===== src/torus_knot_trajectory_defines.svh =====
// Assertion macros used by the torus knot trajectory top level
`ifndef TORUS_KNOT_TRAJECTORY_DEFINES_SVH
`define TORUS_KNOT_TRAJECTORY_DEFINES_SVH

// Implication in the same cycle, checked outside reset
`define TKT_ASSERT_NOW(label, clk, rst, ante, cons, msg) \
   label: assert property (@(posedge clk) disable iff (rst) (ante) |-> (cons)) \
      else $error(msg);

// Implication in the next cycle, checked outside reset
`define TKT_ASSERT_NEXT(label, clk, rst, ante, cons, msg) \
   label: assert property (@(posedge clk) disable iff (rst) (ante) |=> (cons)) \
      else $error(msg);

`endif


===== src/tkt_pkg.sv =====
// Shared constants, types and tables for the torus knot trajectory block
package tkt_pkg;

   // Sample format and CORDIC length
   localparam int SAMPLE_BITS   = 16;
   localparam int CORDIC_STAGES = 16;

   // Derived widths
   localparam int FACTOR_BITS = 16;
   localparam int TURN_BITS   = SAMPLE_BITS + 8;
   localparam int PROD_BITS   = FACTOR_BITS + SAMPLE_BITS;
   localparam int ANGLE_BITS  = 32;
   localparam int CORDIC_W    = 32;
   localparam int IDX_BITS    = 5;
   localparam int TRIG_BITS   = 16;
   localparam int RAD_BITS    = 17;
   localparam int MUL_BITS    = 33;
   localparam int POS_XY_BITS = 17;
   localparam int POS_Z_BITS  = 16;

   // Port widths
   localparam int REQ_DATA_BITS   = 16;
   localparam int RSP_DATA_BITS   = 56;
   localparam int CSR_INDEX_BITS  = 8;

   // Register indexes and reset values
   localparam logic [CSR_INDEX_BITS-1:0] CSR_FACTOR_A = 8'd0;
   localparam logic [CSR_INDEX_BITS-1:0] CSR_FACTOR_B = 8'd1;
   localparam logic [FACTOR_BITS-1:0]    FACTOR_A_RESET = 16'd768;
   localparam logic [FACTOR_BITS-1:0]    FACTOR_B_RESET = 16'd1792;

   // CORDIC start vector: gain times 2^30
   localparam logic signed [CORDIC_W-1:0] CORDIC_X0 = 32'sd652032875;

   // Quadrant codes
   localparam logic [1:0] QUAD_0 = 2'd0;
   localparam logic [1:0] QUAD_1 = 2'd1;
   localparam logic [1:0] QUAD_2 = 2'd2;
   localparam logic [1:0] QUAD_3 = 2'd3;

   // Data carried along a CORDIC chain
   typedef struct packed {
      logic signed [CORDIC_W-1:0] x;
      logic signed [CORDIC_W-1:0] y;
      logic signed [CORDIC_W-1:0] z;
      logic [1:0]                 quad;
   } cordic_data_type;

   // Arctangent of 2^-i in units of 2^-32 turn
   function automatic logic [ANGLE_BITS-1:0] atan_turn(input logic [IDX_BITS-1:0] idx);
      logic [ANGLE_BITS-1:0] res;
      case (idx)
         5'd0:    res = 32'h20000000;
         5'd1:    res = 32'h12E4051D;
         5'd2:    res = 32'h09FB385B;
         5'd3:    res = 32'h051111D4;
         5'd4:    res = 32'h028B0D43;
         5'd5:    res = 32'h0145D7E1;
         5'd6:    res = 32'h00A2F61E;
         5'd7:    res = 32'h00517C55;
         5'd8:    res = 32'h0028BE53;
         5'd9:    res = 32'h00145F2E;
         5'd10:   res = 32'h000A2F98;
         5'd11:   res = 32'h000517CC;
         5'd12:   res = 32'h00028BE6;
         5'd13:   res = 32'h000145F3;
         5'd14:   res = 32'h0000A2F9;
         5'd15:   res = 32'h0000517C;
         5'd16:   res = 32'h000028BE;
         5'd17:   res = 32'h0000145F;
         5'd18:   res = 32'h00000A2F;
         5'd19:   res = 32'h00000517;
         5'd20:   res = 32'h0000028B;
         5'd21:   res = 32'h00000145;
         5'd22:   res = 32'h000000A2;
         5'd23:   res = 32'h00000051;
         default: res = 32'h00000000;
      endcase
      return res;
   endfunction

endpackage


===== src/tkt_cell.sv =====
// One CORDIC rotation cell: a micro-rotation by the arctangent of 2^-i
module tkt_cell (
   input  logic                           clock,
   input  logic                           reset,
   input  logic                           en,
   input  logic [tkt_pkg::IDX_BITS-1:0]   stage_idx,
   input  logic                           valid_i,
   input  tkt_pkg::cordic_data_type       data_i,
   output logic                           valid_o,
   output tkt_pkg::cordic_data_type       data_o
);
   import tkt_pkg::*;

   logic signed [CORDIC_W-1:0] dx;
   logic signed [CORDIC_W-1:0] dy;
   logic signed [CORDIC_W-1:0] ang;
   logic                       valid_ff;
   cordic_data_type            data_ff;
   cordic_data_type            data_in;

   // Rotate towards zero residual; zero counts as positive
   always_comb begin
      dx      = $signed(data_i.y) >>> stage_idx;
      dy      = $signed(data_i.x) >>> stage_idx;
      ang     = $signed(atan_turn(stage_idx));
      data_in = data_i;
      if (!data_i.z[CORDIC_W-1]) begin
         data_in.x = $signed(data_i.x) - dx;
         data_in.y = $signed(data_i.y) + dy;
         data_in.z = $signed(data_i.z) - ang;
      end else begin
         data_in.x = $signed(data_i.x) + dx;
         data_in.y = $signed(data_i.y) - dy;
         data_in.z = $signed(data_i.z) + ang;
      end
   end

   always_ff @(posedge clock) begin
      if (reset) begin
         valid_ff <= 1'b0;
      end else if (en) begin
         valid_ff <= valid_i;
      end
   end

   always_ff @(posedge clock) begin
      if (en) begin
         data_ff <= data_in;
      end
   end

   assign valid_o = valid_ff;
   assign data_o  = data_ff;

endmodule


===== config.mk =====
export PLATFORM = sky130hd
export DESIGN_NAME = tkt_cell
export DESIGN_NICKNAME = d
export VERILOG_FILES = /design/src/torus_knot_trajectory_defines.svh /design/src/tkt_pkg.sv /design/src/tkt_cell.sv
export SDC_FILE = /design/constraint.sdc
export NUM_CORES = 1
export LEC_CHECK = 0
export BUFFER_PORTS_ARGS = -buffer_cell sky130_fd_sc_hd__buf_2
export CORE_MARGIN = 2
export CORE_UTILIZATION = 44
export DETAILED_ROUTE_END_ITERATION = 8
export PLACE_DENSITY_LB_ADDON = 0.05
export SYNTH_ARGS = -nofsm -noshare
export SYNTH_HDL_FRONTEND = slang
export SYNTH_SLANG_ARGS = --single-unit

===== constraint.sdc =====
create_clock -name clock -period 6.4 [get_ports clock]
set_clock_uncertainty 0.15 [all_clocks]
set_input_delay 0.32 -clock clock [delete_from_list [all_inputs] [get_ports clock]]
set_output_delay 0.32 -clock clock [all_outputs]
set_load 0.005 [all_outputs]

# After elaboration in Yosys (flattened, before gate mapping)
# Memory sizes are Yosys's and may differ from the RTL's.
# Cells that the tools add are included.
# totals
mem_bits_ro	960
in_bits	107
word_cells	15
reg_bits	99
mem_count	1
output_inout_bits	99
# mem_list
name	depth	width	rd	rd_ports_with_merged_regs	write_ports	line	rtl
(name not given)	32	30	1	0	0	tkt_pkg.sv:52	case (idx)
# op_classes
n_shift	2
n_mux	1
addsub	6
# ops
operator	n
32-bit adder	3
96-bit 2-to-1 mux	1
32-bit subtractor	3
32-bit by 5-bit >>> shifter with 32-bit output	2

# Depth between registers and ports, before layout
# logic_depth
depth_word	3
ltp_mapped	27
mapped_depth_nobuf	21

# Least setup slack after synthesis
# OpenSTA, ideal clock, no wires.
# synth_path
path_type	input -> register
start	input stage_idx[0] (netlist name)
end	register data_ff, in the netlist data_o[30] (data pin)
setup_time_ns	0.263
cell_stages	22
arrival_ns	5.171
setup_slack_ns	0.816
required_time_ns	5.987
cell_sequence	buf_6 -> buf_4 -> clkinv_1 -> ha_1 -> clkbuf_1 -> mux4_2 -> or3_1 -> a21oi_1 -> and3b_1 -> o2111a_1 -> and2_1 -> nor2_1 -> xnor2_1 -> ha_1 -> clkbuf_1 -> nand2_1 -> o21ai_0 -> a311oi_1 -> o31a_1 -> o311ai_0 -> nand2_1 -> xnor2_1
# synth_rtl
element	line	rtl
from (decl)	tkt_cell.sv:6	input logic [tkt_pkg::IDX_BITS-1:0] stage_idx,
to (signal assigned)	tkt_cell.sv:48	data_ff <= data_in;
to (decl)	tkt_cell.sv:18	cordic_data_type data_ff;

==> flow_metrics.tcl <==
set metrics [dict create \
    outcome "completed" \
    min_to "valid_o" \
    drive_gt1_share_pct 25.4 \
    synth_edf_count 98 \
    busiest_layer "met2" \
    drc 0 \
    worstMarginPinSlew_ns 1.11 \
    antenna_cells 0 \
    path_class "in -> reg" \
    crit_required_ns 6.38 \
    hp-start "valid_i" \
    ff2ff_setup_slack_ns 5.67 \
    gr-usage-met1_pct 43.1 \
    tritoncts "built" \
    vias_per_cell 6.33 \
    synth.ff_latch_count 99 \
    path_max_fanout 32 \
    drtAntennaViolNets 0 \
    synth_fp_nets 1924 \
    ys_seq_area_share_pct 19.5 \
    drt_iter0_markers 1225 \
    ys_warn_count 0 \
    hold_path.class "in -> reg" \
    first_global_vias 14983 \
    fin_ws_ns 0.661 \
    worstSetupStartpointType "input pin" \
    port_buffers 205 \
    grt_use_met3_pct 6.47 \
    cap_violations 0 \
    fmax_mhz 174 \
    synthTopCellsByCount "144 x a21oi_1, 132 x nor2_1, 129 x nand2_1, 113 x ha_1, 109 x xnor2_1" \
    grt_setup_unrepaired "false" \
    slowest_stage "mux4_2" \
    initial_utilization_pct 44.4 \
    grt_use_met2_pct 49.1 \
    worst-endpoint-arrival_ns 5.72 \
    grt_pass1_wl_mm 88.1 \
    powerDensity_mw_per_mm2 213 \
    fp-row-count 68 \
    synth.distinct_cells 100 \
    hold_path_depth 3 \
    postPlaceCellArea_sq_mm 0.0175 \
    clk_pin_slew_worst_paths_ns 0.08 \
    fp.dieW_um 190 \
    irDropWorstVdd_v 0.000148 \
    route.vias.total 15351 \
    timing.rr.start "valid_o" \
    die-area_sq_mm 0.0361 \
    dp_slack_ns 0.324 \
    syn_to_final_growth_pct 17.2 \
    yosysTopAreaCellShare_pct 19.3 \
    slew_viol_final 0 \
    wirelength_mm 57.7 \
    clock_latency_ns 0.38 \
    fp.dieH_um 190 \
    hold_violations 0 \
    clockRootBuffer "clkbuf_16" \
    worst_path_largest_cell_delay_ns 0.51 \
    dp_hpwl_mm 45.5 \
    gp_congestion 0.972 \
    grt_max_degree 67 \
    nNetsFinal 2189 \
    synthCells 1701 \
    reg2reg_depth 2 \
    fin_crit_ns 5.74 \
    numCtsBuffers 9 \
    overflow 0 \
    leakagePower_nw 7.53 \
    synth_ff_type "edfxtp_1" \
    crit_chain "buf_6, clkinv_1, ha_1, mux4_2, or3_1, a21oi_1, and3b_1, o2111a_1, and2_1, nor2_1, buf_4, xnor2_1, ha_1, a21oi_1, nor2b_1, o21ai_0, nand2_1, a311oi_1, buf_4, o31a_1, o311ai_0, nand2_1, o211ai_1" \
    ctsLongestPathBuffers 2 \
    tns_ns 0 \
    synthesis.area_sq_mm 0.0152 \
    avgSynthCellArea_sq_um 8.94 \
    cts_sinks 99 \
    finalSetupViolCount 0 \
    yosysTopAreaCell "edfxtp_1" \
    coreArea_sq_mm 0.0343 \
    grt_usage_pct 31.9 \
    fin_crit_sh_pct 89.7 \
    antenna_found_initial 2 \
    cts_max_level 3 \
    slew_headroom_pct 26.1 \
    synthArstFlopShare_pct 0 \
    wire_per_inst_um 23.8 \
    end_kind "flip-flop" \
    synth.most_common_cell "a21oi_1" \
    r2r-end "valid_o" \
    ios 206 \
    synthTopCellsByArea "edfxtp_1 19%, mux4_2 12%, ha_1 9.3%, xnor2_1 6.3%, a21oi_1 4.7%" \
    firstDrtPassIters 5 \
    finalInstanceArea_sq_mm 0.0178 \
]
## flip-flops by register name (all words and copies together) (netlist names)
| register | cells |
|---|---|
| data_o | 98 |
| valid_o | 1 |
## metrics by stage
step | hold slack, ns | std cells | utilization, % | power, mW
floorplan | 0.242 | 1701 | - | 2.41
global placement | 0.321 | 2407 | 50.9 | 3.14
detailed placement | 0.332 | 2407 | 50.9 | 3.15
CTS | 0.0143 | 2426 | 52.0 | 3.80
global route | 0.0819 | 2426 | 52.0 | 4.06
finish | 0.0250 | 2426 | 52.0 | 3.80
## final cells by class
class,count,area (sq um)
fillers,3277,16500
multi-input cells,1458,11600
flip-flops and latches,99,2960
repair buffers,352,2220
well taps,455,569
clock buffers,13,260
inverters,46,173
clock inverters,3,68.8
## how the worst max path moves through the flow
| stage | from | endpoint | cells after the start |
|---|---|---|---|
| after floorplan | stage_idx[0] | data_o[30] | 22 |
| after global placement | stage_idx[0] | data_o[64] | 23 |
| after detailed placement | stage_idx[0] | data_o[64] | 22 |
| after CTS | stage_idx[0] | data_o[64] | 22 |
| after global routing | stage_idx[0] | data_o[32] | 25 |
| final | stage_idx[0] | data_o[32] | 23 |
## cell usage in the layout, fill, tap and decap left out, drive strengths merged, types with 58 or more instances in the layout
cell type / synthesis / final
mux2i: 63 / 63
nor2: 133 / 133
nand2: 129 / 129
o21ai: 101 / 101
buf: 52 / 349
xnor2: 109 / 109
a21oi: 144 / 144
xor2: 58 / 58
ha: 113 / 113
mux4: 79 / 79
edfxtp: 98 / 98
## report_power, final
| part | internal (mW) | switching [mW] |
|---|---|---|
| sequential | 0.966 | 0.0370 |
| combinational | 0.968 | 1.20 |
| clock | 0.366 | 0.265 |
## kinds of logic after synthesis
| kind of cell | Yosys count | share of synthesized area (%) |
|---|---|---|
| AOI/OAI and AO/OA | 541 | 23.4 |
| and+or+nand+nor | 467 | 15.6 |
| xor gates and xnor gates | 167 | 9.61 |
| muxes | 167 | 17.7 |
| buffers and inverters | 144 | 4.48 |
| adders and majority gates | 116 | 9.69 |
| DFF | 99 | 19.5 |
## routing by layer
layer | part of all wire, % | up-vias
met5 | 0.023 | -
met4 | 4.2 | 2
met3 | 9.1 | 141
met2 | 44 | 747
met1 | 43 | 7372
li1 | - | 7089
## critical path, delay by kind of cell
| kind | cells | cell delay, ns |
|---|---|---|
| compound gates | 8 | 1.92 |
| buf+inv | 4 | 0.97 |
| xor+xnor | 1 | 0.20 |
| simple gates | 7 | 1.12 |
| fa+ha+maj | 2 | 0.66 |
| mux | 1 | 0.51 |
## what timing repair did
action,4_1_cts,5_1_grt
resized for setup,0,0
setup buffers,0,0
setup endpoints to repair,0,0
endpoints found under the hold margin,3,0
hold buffers,3,0
Power figures use the tool's default switching activity.
