[src/torus_knot_trajectory_defines.svh]
// Assertion macros used by the torus knot trajectory top level
`ifndef TORUS_KNOT_TRAJECTORY_DEFINES_SVH
`define TORUS_KNOT_TRAJECTORY_DEFINES_SVH

// Implication in the same cycle, checked outside reset
`define TKT_ASSERT_NOW(label, clk, rst, ante, cons, msg) \
   label: assert property (@(posedge clk) disable iff (rst) (ante) |-> (cons)) \
      else $error(msg);

// Implication in the next cycle, checked outside reset
`define TKT_ASSERT_NEXT(label, clk, rst, ante, cons, msg) \
   label: assert property (@(posedge clk) disable iff (rst) (ante) |=> (cons)) \
      else $error(msg);

`endif

[src/tkt_pkg.sv]
// Shared constants, types and tables for the torus knot trajectory block
package tkt_pkg;

   // Sample format and CORDIC length
   localparam int SAMPLE_BITS   = 16;
   localparam int CORDIC_STAGES = 16;

   // Derived widths
   localparam int FACTOR_BITS = 16;
   localparam int TURN_BITS   = SAMPLE_BITS + 8;
   localparam int PROD_BITS   = FACTOR_BITS + SAMPLE_BITS;
   localparam int ANGLE_BITS  = 32;
   localparam int CORDIC_W    = 32;
   localparam int IDX_BITS    = 5;
   localparam int TRIG_BITS   = 16;
   localparam int RAD_BITS    = 17;
   localparam int MUL_BITS    = 33;
   localparam int POS_XY_BITS = 17;
   localparam int POS_Z_BITS  = 16;

   // Port widths
   localparam int REQ_DATA_BITS   = 16;
   localparam int RSP_DATA_BITS   = 56;
   localparam int CSR_INDEX_BITS  = 8;

   // Register indexes and reset values
   localparam logic [CSR_INDEX_BITS-1:0] CSR_FACTOR_A = 8'd0;
   localparam logic [CSR_INDEX_BITS-1:0] CSR_FACTOR_B = 8'd1;
   localparam logic [FACTOR_BITS-1:0]    FACTOR_A_RESET = 16'd768;
   localparam logic [FACTOR_BITS-1:0]    FACTOR_B_RESET = 16'd1792;

   // CORDIC start vector: gain times 2^30
   localparam logic signed [CORDIC_W-1:0] CORDIC_X0 = 32'sd652032875;

   // Quadrant codes
   localparam logic [1:0] QUAD_0 = 2'd0;
   localparam logic [1:0] QUAD_1 = 2'd1;
   localparam logic [1:0] QUAD_2 = 2'd2;
   localparam logic [1:0] QUAD_3 = 2'd3;

   // Data carried along a CORDIC chain
   typedef struct packed {
      logic signed [CORDIC_W-1:0] x;
      logic signed [CORDIC_W-1:0] y;
      logic signed [CORDIC_W-1:0] z;
      logic [1:0]                 quad;
   } cordic_data_type;

   // Arctangent of 2^-i in units of 2^-32 turn
   function automatic logic [ANGLE_BITS-1:0] atan_turn(input logic [IDX_BITS-1:0] idx);
      logic [ANGLE_BITS-1:0] res;
      case (idx)
         5'd0:    res = 32'h20000000;
         5'd1:    res = 32'h12E4051D;
         5'd2:    res = 32'h09FB385B;
         5'd3:    res = 32'h051111D4;
         5'd4:    res = 32'h028B0D43;
         5'd5:    res = 32'h0145D7E1;
         5'd6:    res = 32'h00A2F61E;
         5'd7:    res = 32'h00517C55;
         5'd8:    res = 32'h0028BE53;
         5'd9:    res = 32'h00145F2E;
         5'd10:   res = 32'h000A2F98;
         5'd11:   res = 32'h000517CC;
         5'd12:   res = 32'h00028BE6;
         5'd13:   res = 32'h000145F3;
         5'd14:   res = 32'h0000A2F9;
         5'd15:   res = 32'h0000517C;
         5'd16:   res = 32'h000028BE;
         5'd17:   res = 32'h0000145F;
         5'd18:   res = 32'h00000A2F;
         5'd19:   res = 32'h00000517;
         5'd20:   res = 32'h0000028B;
         5'd21:   res = 32'h00000145;
         5'd22:   res = 32'h000000A2;
         5'd23:   res = 32'h00000051;
         default: res = 32'h00000000;
      endcase
      return res;
   endfunction

endpackage

[src/tkt_post.sv]
// Quadrant fold-back, rounding, radius scaling and output register
module tkt_post (
   input  logic                                   clock,
   input  logic                                   reset,
   input  logic                                   en,
   input  logic                                   valid_i,
   input  tkt_pkg::cordic_data_type               cord_a,
   input  tkt_pkg::cordic_data_type               cord_b,
   output logic                                   valid_o,
   output logic signed [tkt_pkg::POS_XY_BITS-1:0] pos_x,
   output logic signed [tkt_pkg::POS_XY_BITS-1:0] pos_y,
   output logic signed [tkt_pkg::POS_Z_BITS-1:0]  pos_z
);
   import tkt_pkg::*;

   // Round 30 to 14 fraction bits and clamp to plus minus one
   function automatic logic signed [TRIG_BITS-1:0] round14(input logic signed [CORDIC_W:0] v);
      logic signed [CORDIC_W:0] t;
      logic signed [TRIG_BITS-1:0] res;
      t = (v + 33'sd32768) >>> 16;
      if (t > 33'sd16384) begin
         res = 16'sd16384;
      end else if (t < -33'sd16384) begin
         res = -16'sd16384;
      end else begin
         res = TRIG_BITS'(t);
      end
      return res;
   endfunction

   // Rotate back by the quadrant; result is {sin, cos}
   function automatic logic [2*TRIG_BITS-1:0] fold(input cordic_data_type d);
      logic signed [CORDIC_W:0] xe;
      logic signed [CORDIC_W:0] ye;
      logic signed [CORDIC_W:0] c;
      logic signed [CORDIC_W:0] s;
      xe = $signed({d.x[CORDIC_W-1], d.x});
      ye = $signed({d.y[CORDIC_W-1], d.y});
      case (d.quad)
         QUAD_0: begin c = xe;  s = ye;  end
         QUAD_1: begin c = -ye; s = xe;  end
         QUAD_2: begin c = -xe; s = -ye; end
         QUAD_3: begin c = ye;  s = -xe; end
         default: begin c = xe; s = ye; end
      endcase
      return {round14(s), round14(c)};
   endfunction

   // Round 14 fraction bits off the product and clamp to plus minus three
   function automatic logic signed [POS_XY_BITS-1:0] scale(input logic signed [MUL_BITS-1:0] p);
      logic signed [MUL_BITS-1:0] t;
      logic signed [POS_XY_BITS-1:0] res;
      t = (p + 33'sd8192) >>> 14;
      if (t > 33'sd49152) begin
         res = 17'sd49152;
      end else if (t < -33'sd49152) begin
         res = -17'sd49152;
      end else begin
         res = POS_XY_BITS'(t);
      end
      return res;
   endfunction

   logic [2*TRIG_BITS-1:0]        trig_a;
   logic [2*TRIG_BITS-1:0]        trig_b;
   logic                          trig_valid_ff;
   logic signed [TRIG_BITS-1:0]   cos_a_ff, cos_a_in;
   logic signed [TRIG_BITS-1:0]   sin_a_ff, sin_a_in;
   logic signed [TRIG_BITS-1:0]   sin_b_ff, sin_b_in;
   logic signed [RAD_BITS-1:0]    rad_ff, rad_in;
   logic                          mul_valid_ff;
   logic signed [MUL_BITS-1:0]    mul_x_ff, mul_x_in;
   logic signed [MUL_BITS-1:0]    mul_y_ff, mul_y_in;
   logic signed [TRIG_BITS-1:0]   mul_z_ff;
   logic                          out_valid_ff;
   logic signed [POS_XY_BITS-1:0] pos_x_ff, pos_x_in;
   logic signed [POS_XY_BITS-1:0] pos_y_ff, pos_y_in;
   logic signed [POS_Z_BITS-1:0]  pos_z_ff;

   // Stage 1: sine and cosine, radius = cos(B phi) + 2
   always_comb begin
      trig_a   = fold(cord_a);
      trig_b   = fold(cord_b);
      cos_a_in = $signed(trig_a[TRIG_BITS-1:0]);
      sin_a_in = $signed(trig_a[2*TRIG_BITS-1:TRIG_BITS]);
      sin_b_in = $signed(trig_b[2*TRIG_BITS-1:TRIG_BITS]);
      rad_in   = RAD_BITS'($signed(trig_b[TRIG_BITS-1:0])) + 17'sd32768;
   end

   // Stage 2: radius times cos and sin
   always_comb begin
      mul_x_in = MUL_BITS'(rad_ff) * MUL_BITS'(cos_a_ff);
      mul_y_in = MUL_BITS'(rad_ff) * MUL_BITS'(sin_a_ff);
   end

   // Stage 3: final rounding
   always_comb begin
      pos_x_in = scale(mul_x_ff);
      pos_y_in = scale(mul_y_ff);
   end

   always_ff @(posedge clock) begin
      if (reset) begin
         trig_valid_ff <= 1'b0;
         mul_valid_ff  <= 1'b0;
         out_valid_ff  <= 1'b0;
      end else if (en) begin
         trig_valid_ff <= valid_i;
         mul_valid_ff  <= trig_valid_ff;
         out_valid_ff  <= mul_valid_ff;
      end
   end

   always_ff @(posedge clock) begin
      if (en) begin
         cos_a_ff <= cos_a_in;
         sin_a_ff <= sin_a_in;
         sin_b_ff <= sin_b_in;
         rad_ff   <= rad_in;
         mul_x_ff <= mul_x_in;
         mul_y_ff <= mul_y_in;
         mul_z_ff <= sin_b_ff;
         pos_x_ff <= pos_x_in;
         pos_y_ff <= pos_y_in;
         pos_z_ff <= mul_z_ff;
      end
   end

   assign valid_o = out_valid_ff;
   assign pos_x   = pos_x_ff;
   assign pos_y   = pos_y_ff;
   assign pos_z   = pos_z_ff;

endmodule

[config.mk]
export PLATFORM = sky130hd
export DESIGN_NAME = tkt_post
export DESIGN_NICKNAME = d
export VERILOG_FILES = /design/src/torus_knot_trajectory_defines.svh /design/src/tkt_pkg.sv /design/src/tkt_post.sv
export SDC_FILE = /design/constraint.sdc
export NUM_CORES = 2
export LEC_CHECK = 0
export BUFFER_PORTS_ARGS = -buffer_cell sky130_fd_sc_hd__buf_2
export CAP_MARGIN = 30
export CORE_MARGIN = 2
export CORE_UTILIZATION = 57
export DETAILED_ROUTE_END_ITERATION = 10
export PLACE_DENSITY = 0.8
export SLEW_MARGIN = 20
export SYNTH_ARGS = -nofsm -noshare
export SYNTH_HDL_FRONTEND = slang
export SYNTH_SLANG_ARGS = --single-unit
[constraint.sdc]
create_clock -name clock -period 5.9 [get_ports clock]
set_input_delay 0.295 -clock clock [delete_from_list [all_inputs] [get_ports clock]]
set_output_delay 0.295 -clock clock [all_outputs]
set_load 0.03 [all_outputs]
---- Yosys cells after proc, flatten, opt, wreduce, memory -nomap -nowiden ----
Cells that the tools add are included.
operators by class
  multipliers ............................. 2
  $add $sub $neg .......................... 11
  muxes and demuxes ....................... 11
  $lt $le $gt $ge ......................... 12
  reduce and logical (&&, ||, !) cells .... 7
  equality and inequality tests ........... 6
operators by type and width
  kind                                                           number
  case mux 33 bit (4 select lines)                               4
  adder 33 x 17 -> 33 bit (second input constant)                4
  negator 32 -> 33 bit                                           4
  two-way mux 16 bit                                             5
  > comparator 17 x 16 -> 1 bit (second input constant)          4
  less-than comparator 17 x 15 -> 1 bit (second input constant)  4
  adder 33 x 15 -> 33 bit (second input constant)                2
  multiplier 17 x 16 -> 33 bit                                   2
  > comparator 19 x 17 -> 1 bit (second input constant)          2
  less-than comparator 19 x 17 -> 1 bit (second input constant)  2
  two-way mux 17 bit                                             2
  adder 16 x 17 -> 17 bit (second input constant)                1
  OR reduction 2 bit                                             5
  == test 2 bit (second input constant)                          4
  == test 2 x 1 -> 1 bit (second input constant)                 2
  zero test 2 bit                                                2
storage, ports and cells
  flip-flop bits (word level) ............. 200
  logic and storage cells ................. 67

---- Depth between registers and ports, before layout ----
  depth in word-level cells ............... 7
  depth in mapped cells ................... 26

---- Least setup slack after synthesis ----
OpenSTA, ideal clock, no wires.
  path kind ............................... register to register
  from .................................... register rad_ff[1]
  to ...................................... register mul_y_ff[25] (data pin)
  slack ................................... -567 ps
  data arrival time ....................... 6,210 ps
  clock period less this slack ............ 6,467 ps
  path buffers ............................ 2
  stages on the path, launching flop included .. 25
  library setup time ...................... 258 ps
  cells stage by stage .................... edfxtp_1 -> clkbuf_1 -> clkbuf_1 -> nand2_1 -> fa_1 -> fa_1 -> inv_1 -> fa_1 -> fa_1 -> fa_1 -> inv_1 -> fa_1 -> inv_1 -> ha_1 -> a21o_1 -> a21oi_1 -> o221ai_1 -> a22o_1 -> a311oi_1 -> o21bai_1 -> and2_1 -> o21a_1 -> o21a_1 -> nor2_1 -> xnor2_1
between the ends
  longest elaborated chain between the ends .. 1
ends and longest elaborated chain
  element                       RTL line         text
  start, declared               tkt_post.sv:70   logic signed [RAD_BITS-1:0] rad_ff, rad_in;
  start signal, assigned        tkt_post.sv:119  rad_ff <= rad_in;
  multiplier 17 x 16 -> 33 bit  tkt_post.sv:93   mul_y_in = MUL_BITS'(rad_ff) * MUL_BITS'(sin_a_ff);
  via mul_y_in[25]              tkt_post.sv:73   logic signed [MUL_BITS-1:0] mul_y_ff, mul_y_in;
  end signal, assigned          tkt_post.sv:121  mul_y_ff <= mul_y_in;
  end, declared                 tkt_post.sv:73
The timed path passes the listed nets, and every way through them passes these cells.
A chain may end at the register's enable or synchronous reset.

---- Worst setup path after layout ----
  from .................................... register rad_ff[6]
  to ...................................... register mul_x_ff[28] (data pin)
between the ends
  longest elaborated chain between the ends .. 1
ends and longest elaborated chain
  element                       RTL line         text
  multiplier 17 x 16 -> 33 bit  tkt_post.sv:92   mul_x_in = MUL_BITS'(rad_ff) * MUL_BITS'(cos_a_ff);
  via mul_x_in[28]              tkt_post.sv:72   logic signed [MUL_BITS-1:0] mul_x_ff, mul_x_in;
  end signal, assigned          tkt_post.sv:120  mul_x_ff <= mul_x_in;
  end, declared                 tkt_post.sv:72
The timed path passes the listed nets, and every way through them passes these cells.

==> qor.csv <==
stage,metric,value,unit
critical_path,CP Data Required Time,6.13,ns
critical_path,worst-path cell chain,"buf_6, buf_6, and2_4, fa_1, inv_1, fa_1, fa_1, fa_1, inv_1, fa_1, fa_1, ha_4, o21a_1, o21ai_1, nand2b_1, and2_4, o2111ai_4, a31oi_4, a311oi_2, nor2b_2, o21a_1, nor2_2, xnor2_1",
cts,CTS tree,built,
global_routing,Congestion Overflow GR,0,
logic_synthesis,Synth async-reset ratio,0,
cts,CTS Sinks,173,
logic_synthesis,Netlist cell types,90,
cts,CTS root buffer,clkbuf_16,
flow_run,Max Cap Violations,0,
logic_synthesis,ys flop type,edfxtp_1,
floorplan,Core ar.,50070,sq um
place,quantity of I/O buffers inserted on ports,186,
timing,# setup viols final,22,
logic_synthesis,Mapped Area,28840,sq um
cells_and_area,layout cells sized above 1,0.1747,
critical_path,Stages on worst setup path,23,
floorplan,die width,228.9,um
cts,clk buf depth,2,
critical_path,end of the critical path,mul_x_ff[28],
timing,RSZ-0062 raised after global routing,true,
cells_and_area,Multi-input gate area,21670,sq um
timing,TNS Setup,-4.755,ns
place,HPWL after DPL,54490,um
critical_path,Critical Path Fanout Max,5,
cts,"Reg clk slew, reported paths",0.08,ns
drt,DR WL/cell,16.60,um
logic_synthesis,Syn Area/Cell,9.065,sq um
critical_path,most common cell type on the critical path,fa_1,
logic_synthesis,Post-Syn Instances,3181,
cts,# H-tree levels,4,
critical_path,"slowest stage delay, CP",0.55,ns
floorplan,Die Area,52400,sq um
logic_synthesis,sequential-to-total area share from yosys stat,0.1791,
cts,Worst-Skew Late Latency,0.48,ns
global_routing,Total GRT Usage,0.2690,
floorplan,# IOs,251,
global_routing,vias in the first global route,23930,
timing,Final WS setup,-0.3838,ns
cells_and_area,register area,5165,sq um
logic_synthesis,number of synthesized flops with an enable pin,170,
drt,Pre-antenna DRT Iters,6,
min_path,HP Class,in2reg,
status,violated checks,negative setup slack,
drt,Detail Route Antenna Nets,0,
drt,1st-iter DRT viols,1682,
critical_path,kind of end point of the critical path,flop,
timing,fin crit share,1.065,
timing,highest clock rate,159.1,MHz
critical_path,RR Endpoint,mul_x_ff[28],
critical_path,critical path launch point type,flop,
timing,Fin Clk Skew,0.01224,ns
timing,transition time of the tightest slew-check pin,0.8724,ns
floorplan,Die Y,228.9,um
critical_path,Worst R2R Setup Slack,-0.38,ns
global_routing,antenna violations before repair,1,
drt,WL final,68920,um
timing,Final Hold Viols,0,
logic_synthesis,Yosys reg bits,173,
floorplan,initial core utilization,0.5759,
global_routing,first-pass GRT wire length,115400,um
drt,routed vias,23580,
logic_synthesis,yosys warns,0,
timing,Slew Limit Fails,0,
critical_path,slowest library cell on the worst path,fa_1,
place,GP Congestion,0.9188,
drt,vias per cell,5.678,
critical_path,Setup crit start,rad_ff[6],
critical_path,Crit Path Class,reg2reg,
critical_path,crit path DAT,6.51,ns
logic_synthesis,syn nets,4011,
critical_path,RR Startpoint,rad_ff[6],
critical_path,"delay-heaviest family, CP",adder cells,
timing,Worst slew margin,0.4139,
floorplan,row cnt,82,
cells_and_area,final net count,4297,
drt,DRC,0,
critical_path,cells on worst reg2reg path,23,
status,outcome,"finished, violations left",
cts,CTS Buf Count,17,
global_routing,largest net degree at the start of global routing,70,
cells_and_area,Fill cells,3968,
cells_and_area,Area Growth Syn to Fin,14.62,%
critical_path,number of buffers and inverters on the critical path,4,
timing,"Min Clock Period, post-route",6.284,ns
## area by class of cell
type                            instances  area share
Tap cell                              672     0.02544
Multi-Input combinational cell       2361      0.6557
Clock inverter                         14    0.005679
Antenna cell                            1  0.00007571
Inverter                              487     0.05531
Clock buffer                           18     0.01299
Timing Repair Buffer                  427     0.08851
Sequential cell                       173      0.1563
## registers in the layout, indices dropped and copies added, names as in the netlist
register / count
pos_x: 17
cos_a_ff: 16
mul_z_ff: 16
mul_y_ff: 20
mul_x_ff: 20
rad_ff: 16
valid_o: 1
mul_valid_ff: 1
sin_a_ff: 16
pos_z: 16
sin_b_ff: 16
trig_valid_ff: 1
pos_y: 17
## synth_stat cells, drive strengths merged (7+ instances only)
| library cell | count | area, sq um |
|---|---|---|
| a211oi | 15 | 112.6 |
| a21o | 13 | 97.59 |
| a21oi | 80 | 400.4 |
| a221o | 14 | 140.1 |
| a221oi | 11 | 96.34 |
| a31o | 7 | 70.07 |
| a31oi | 18 | 112.6 |
| and2 | 248 | 1551 |
| and3 | 17 | 106.4 |
| and4 | 12 | 105.1 |
| buf | 18 | 92.59 |
| clkbuf | 142 | 534.3 |
| edfxtp | 170 | 5105 |
| fa | 386 | 7727 |
| ha | 244 | 3053 |
| inv | 485 | 1820 |
| mux2 | 11 | 127.6 |
| mux2i | 33 | 330.3 |
| nand2 | 348 | 1306 |
| nand2b | 36 | 232.7 |
| nand3 | 60 | 300.3 |
| nand4 | 26 | 168.9 |
| nor2 | 186 | 698.2 |
| nor2b | 18 | 112.6 |
| nor3 | 66 | 345.3 |
| nor3b | 11 | 92.58 |
| nor4 | 35 | 246.5 |
| o211ai | 16 | 120.1 |
| o21a | 23 | 172.7 |
| o21ai | 67 | 335.3 |
| o311ai | 7 | 61.31 |
| o31ai | 25 | 187.7 |
| o41ai | 12 | 112.6 |
| or2 | 11 | 68.82 |
| or3 | 29 | 191.4 |
| or4 | 11 | 97.59 |
| xnor2 | 101 | 884.6 |
| xor2 | 64 | 560.5 |
## what timing repair did
item | in CTS | in global routing
resized for setup | 67 | 55
hold endpoints to repair | 3 | 0
pin swaps | 62 | 64
buffers inserted | 33 | 6
gates cloned | 0 | 1
hold buffers | 1 | 0
endpoints found under the setup margin | 27 | 32
## through the flow
| step | utilization | hold WS (ns) | cell area [sq um] | setup slack [ns] | cells |
|---|---|---|---|---|---|
| 2_1_floorplan | - | 0.3674 | 29030 | -0.1239 | 3181 |
| 3_3_place_gp | 0.6333 | 0.4005 | 31710 | -0.3898 | 4080 |
| 3_5_place_dp | 0.6334 | 0.4045 | 31710 | -0.5285 | 4081 |
| 4_1_cts | 0.6552 | 0.06358 | 32800 | -0.3791 | 4146 |
| 5_1_grt | 0.6601 | 0.09905 | 33050 | -0.5977 | 4153 |
| 6_report | 0.6601 | 0.07407 | 33050 | -0.3838 | 4153 |
## worst min-delay path, cell delays in order
cell and delay [ns]:
buf_2 0.07, mux2i_1 0.05, nor2_1 0.09
## cell usage in the layout, fill, tap and decap left out, drive strengths merged, types with 12 or more instances in the layout
master	instances
o21a	23
clkbuf	18
o211ai	16
nor2	186
nand2	348
nor4	35
o31ai	25
nor2b	18
and3	17
fa	386
and2	248
buf	426
ha	244
nor3	66
o41ai	12
edfxtp	170
o21ai	67
inv	492
a211oi	15
or3	29
a221o	14
mux2i	33
a21oi	80
and4	12
nand3	60
xnor2	101
xor2	64
nand4	26
a21o	13
a31oi	18
nand2b	36
## worst min-delay path by stage
| stage | from | end | cells past startpoint |
|---|---|---|---|
| floorplan | reset | mul_valid_ff | 1 |
| global placement | mul_z_ff[0] | pos_z[0] | 0 |
| detailed placement | sin_b_ff[0] | mul_z_ff[0] | 0 |
| CTS | valid_i | trig_valid_ff | 3 |
| global route | valid_i | trig_valid_ff | 3 |
| finish | valid_i | trig_valid_ff | 3 |
## routing by layer
layer  global-route usage  vias to the layer above  share of wire
met5                    0                        -              0
met4              0.09963                        0          0.036
met3              0.03281                      172          0.061
met2               0.4702                      857           0.50
met1               0.3435                    11490           0.40
li1                     -                    11060              -
## cells by family (layout without fill, tap and decap cells)
logic type,count (synthesis),after routing,share of synthesized area
AOI/OAI and AO/OA,392,392,0.09550
xor gates and xnor gates,165,165,0.05012
adders and majority gates,630,630,0.3739
buffers and inverters,647,946,0.08513
DFF,173,173,0.1791
muxes,44,44,0.01588
other,0,1,0
and+or+nand+nor,1130,1130,0.2004
Power is left out: the tool's default activity adds up to more than one toggle a clock period on the data nets, which glitch-free logic cannot reach.
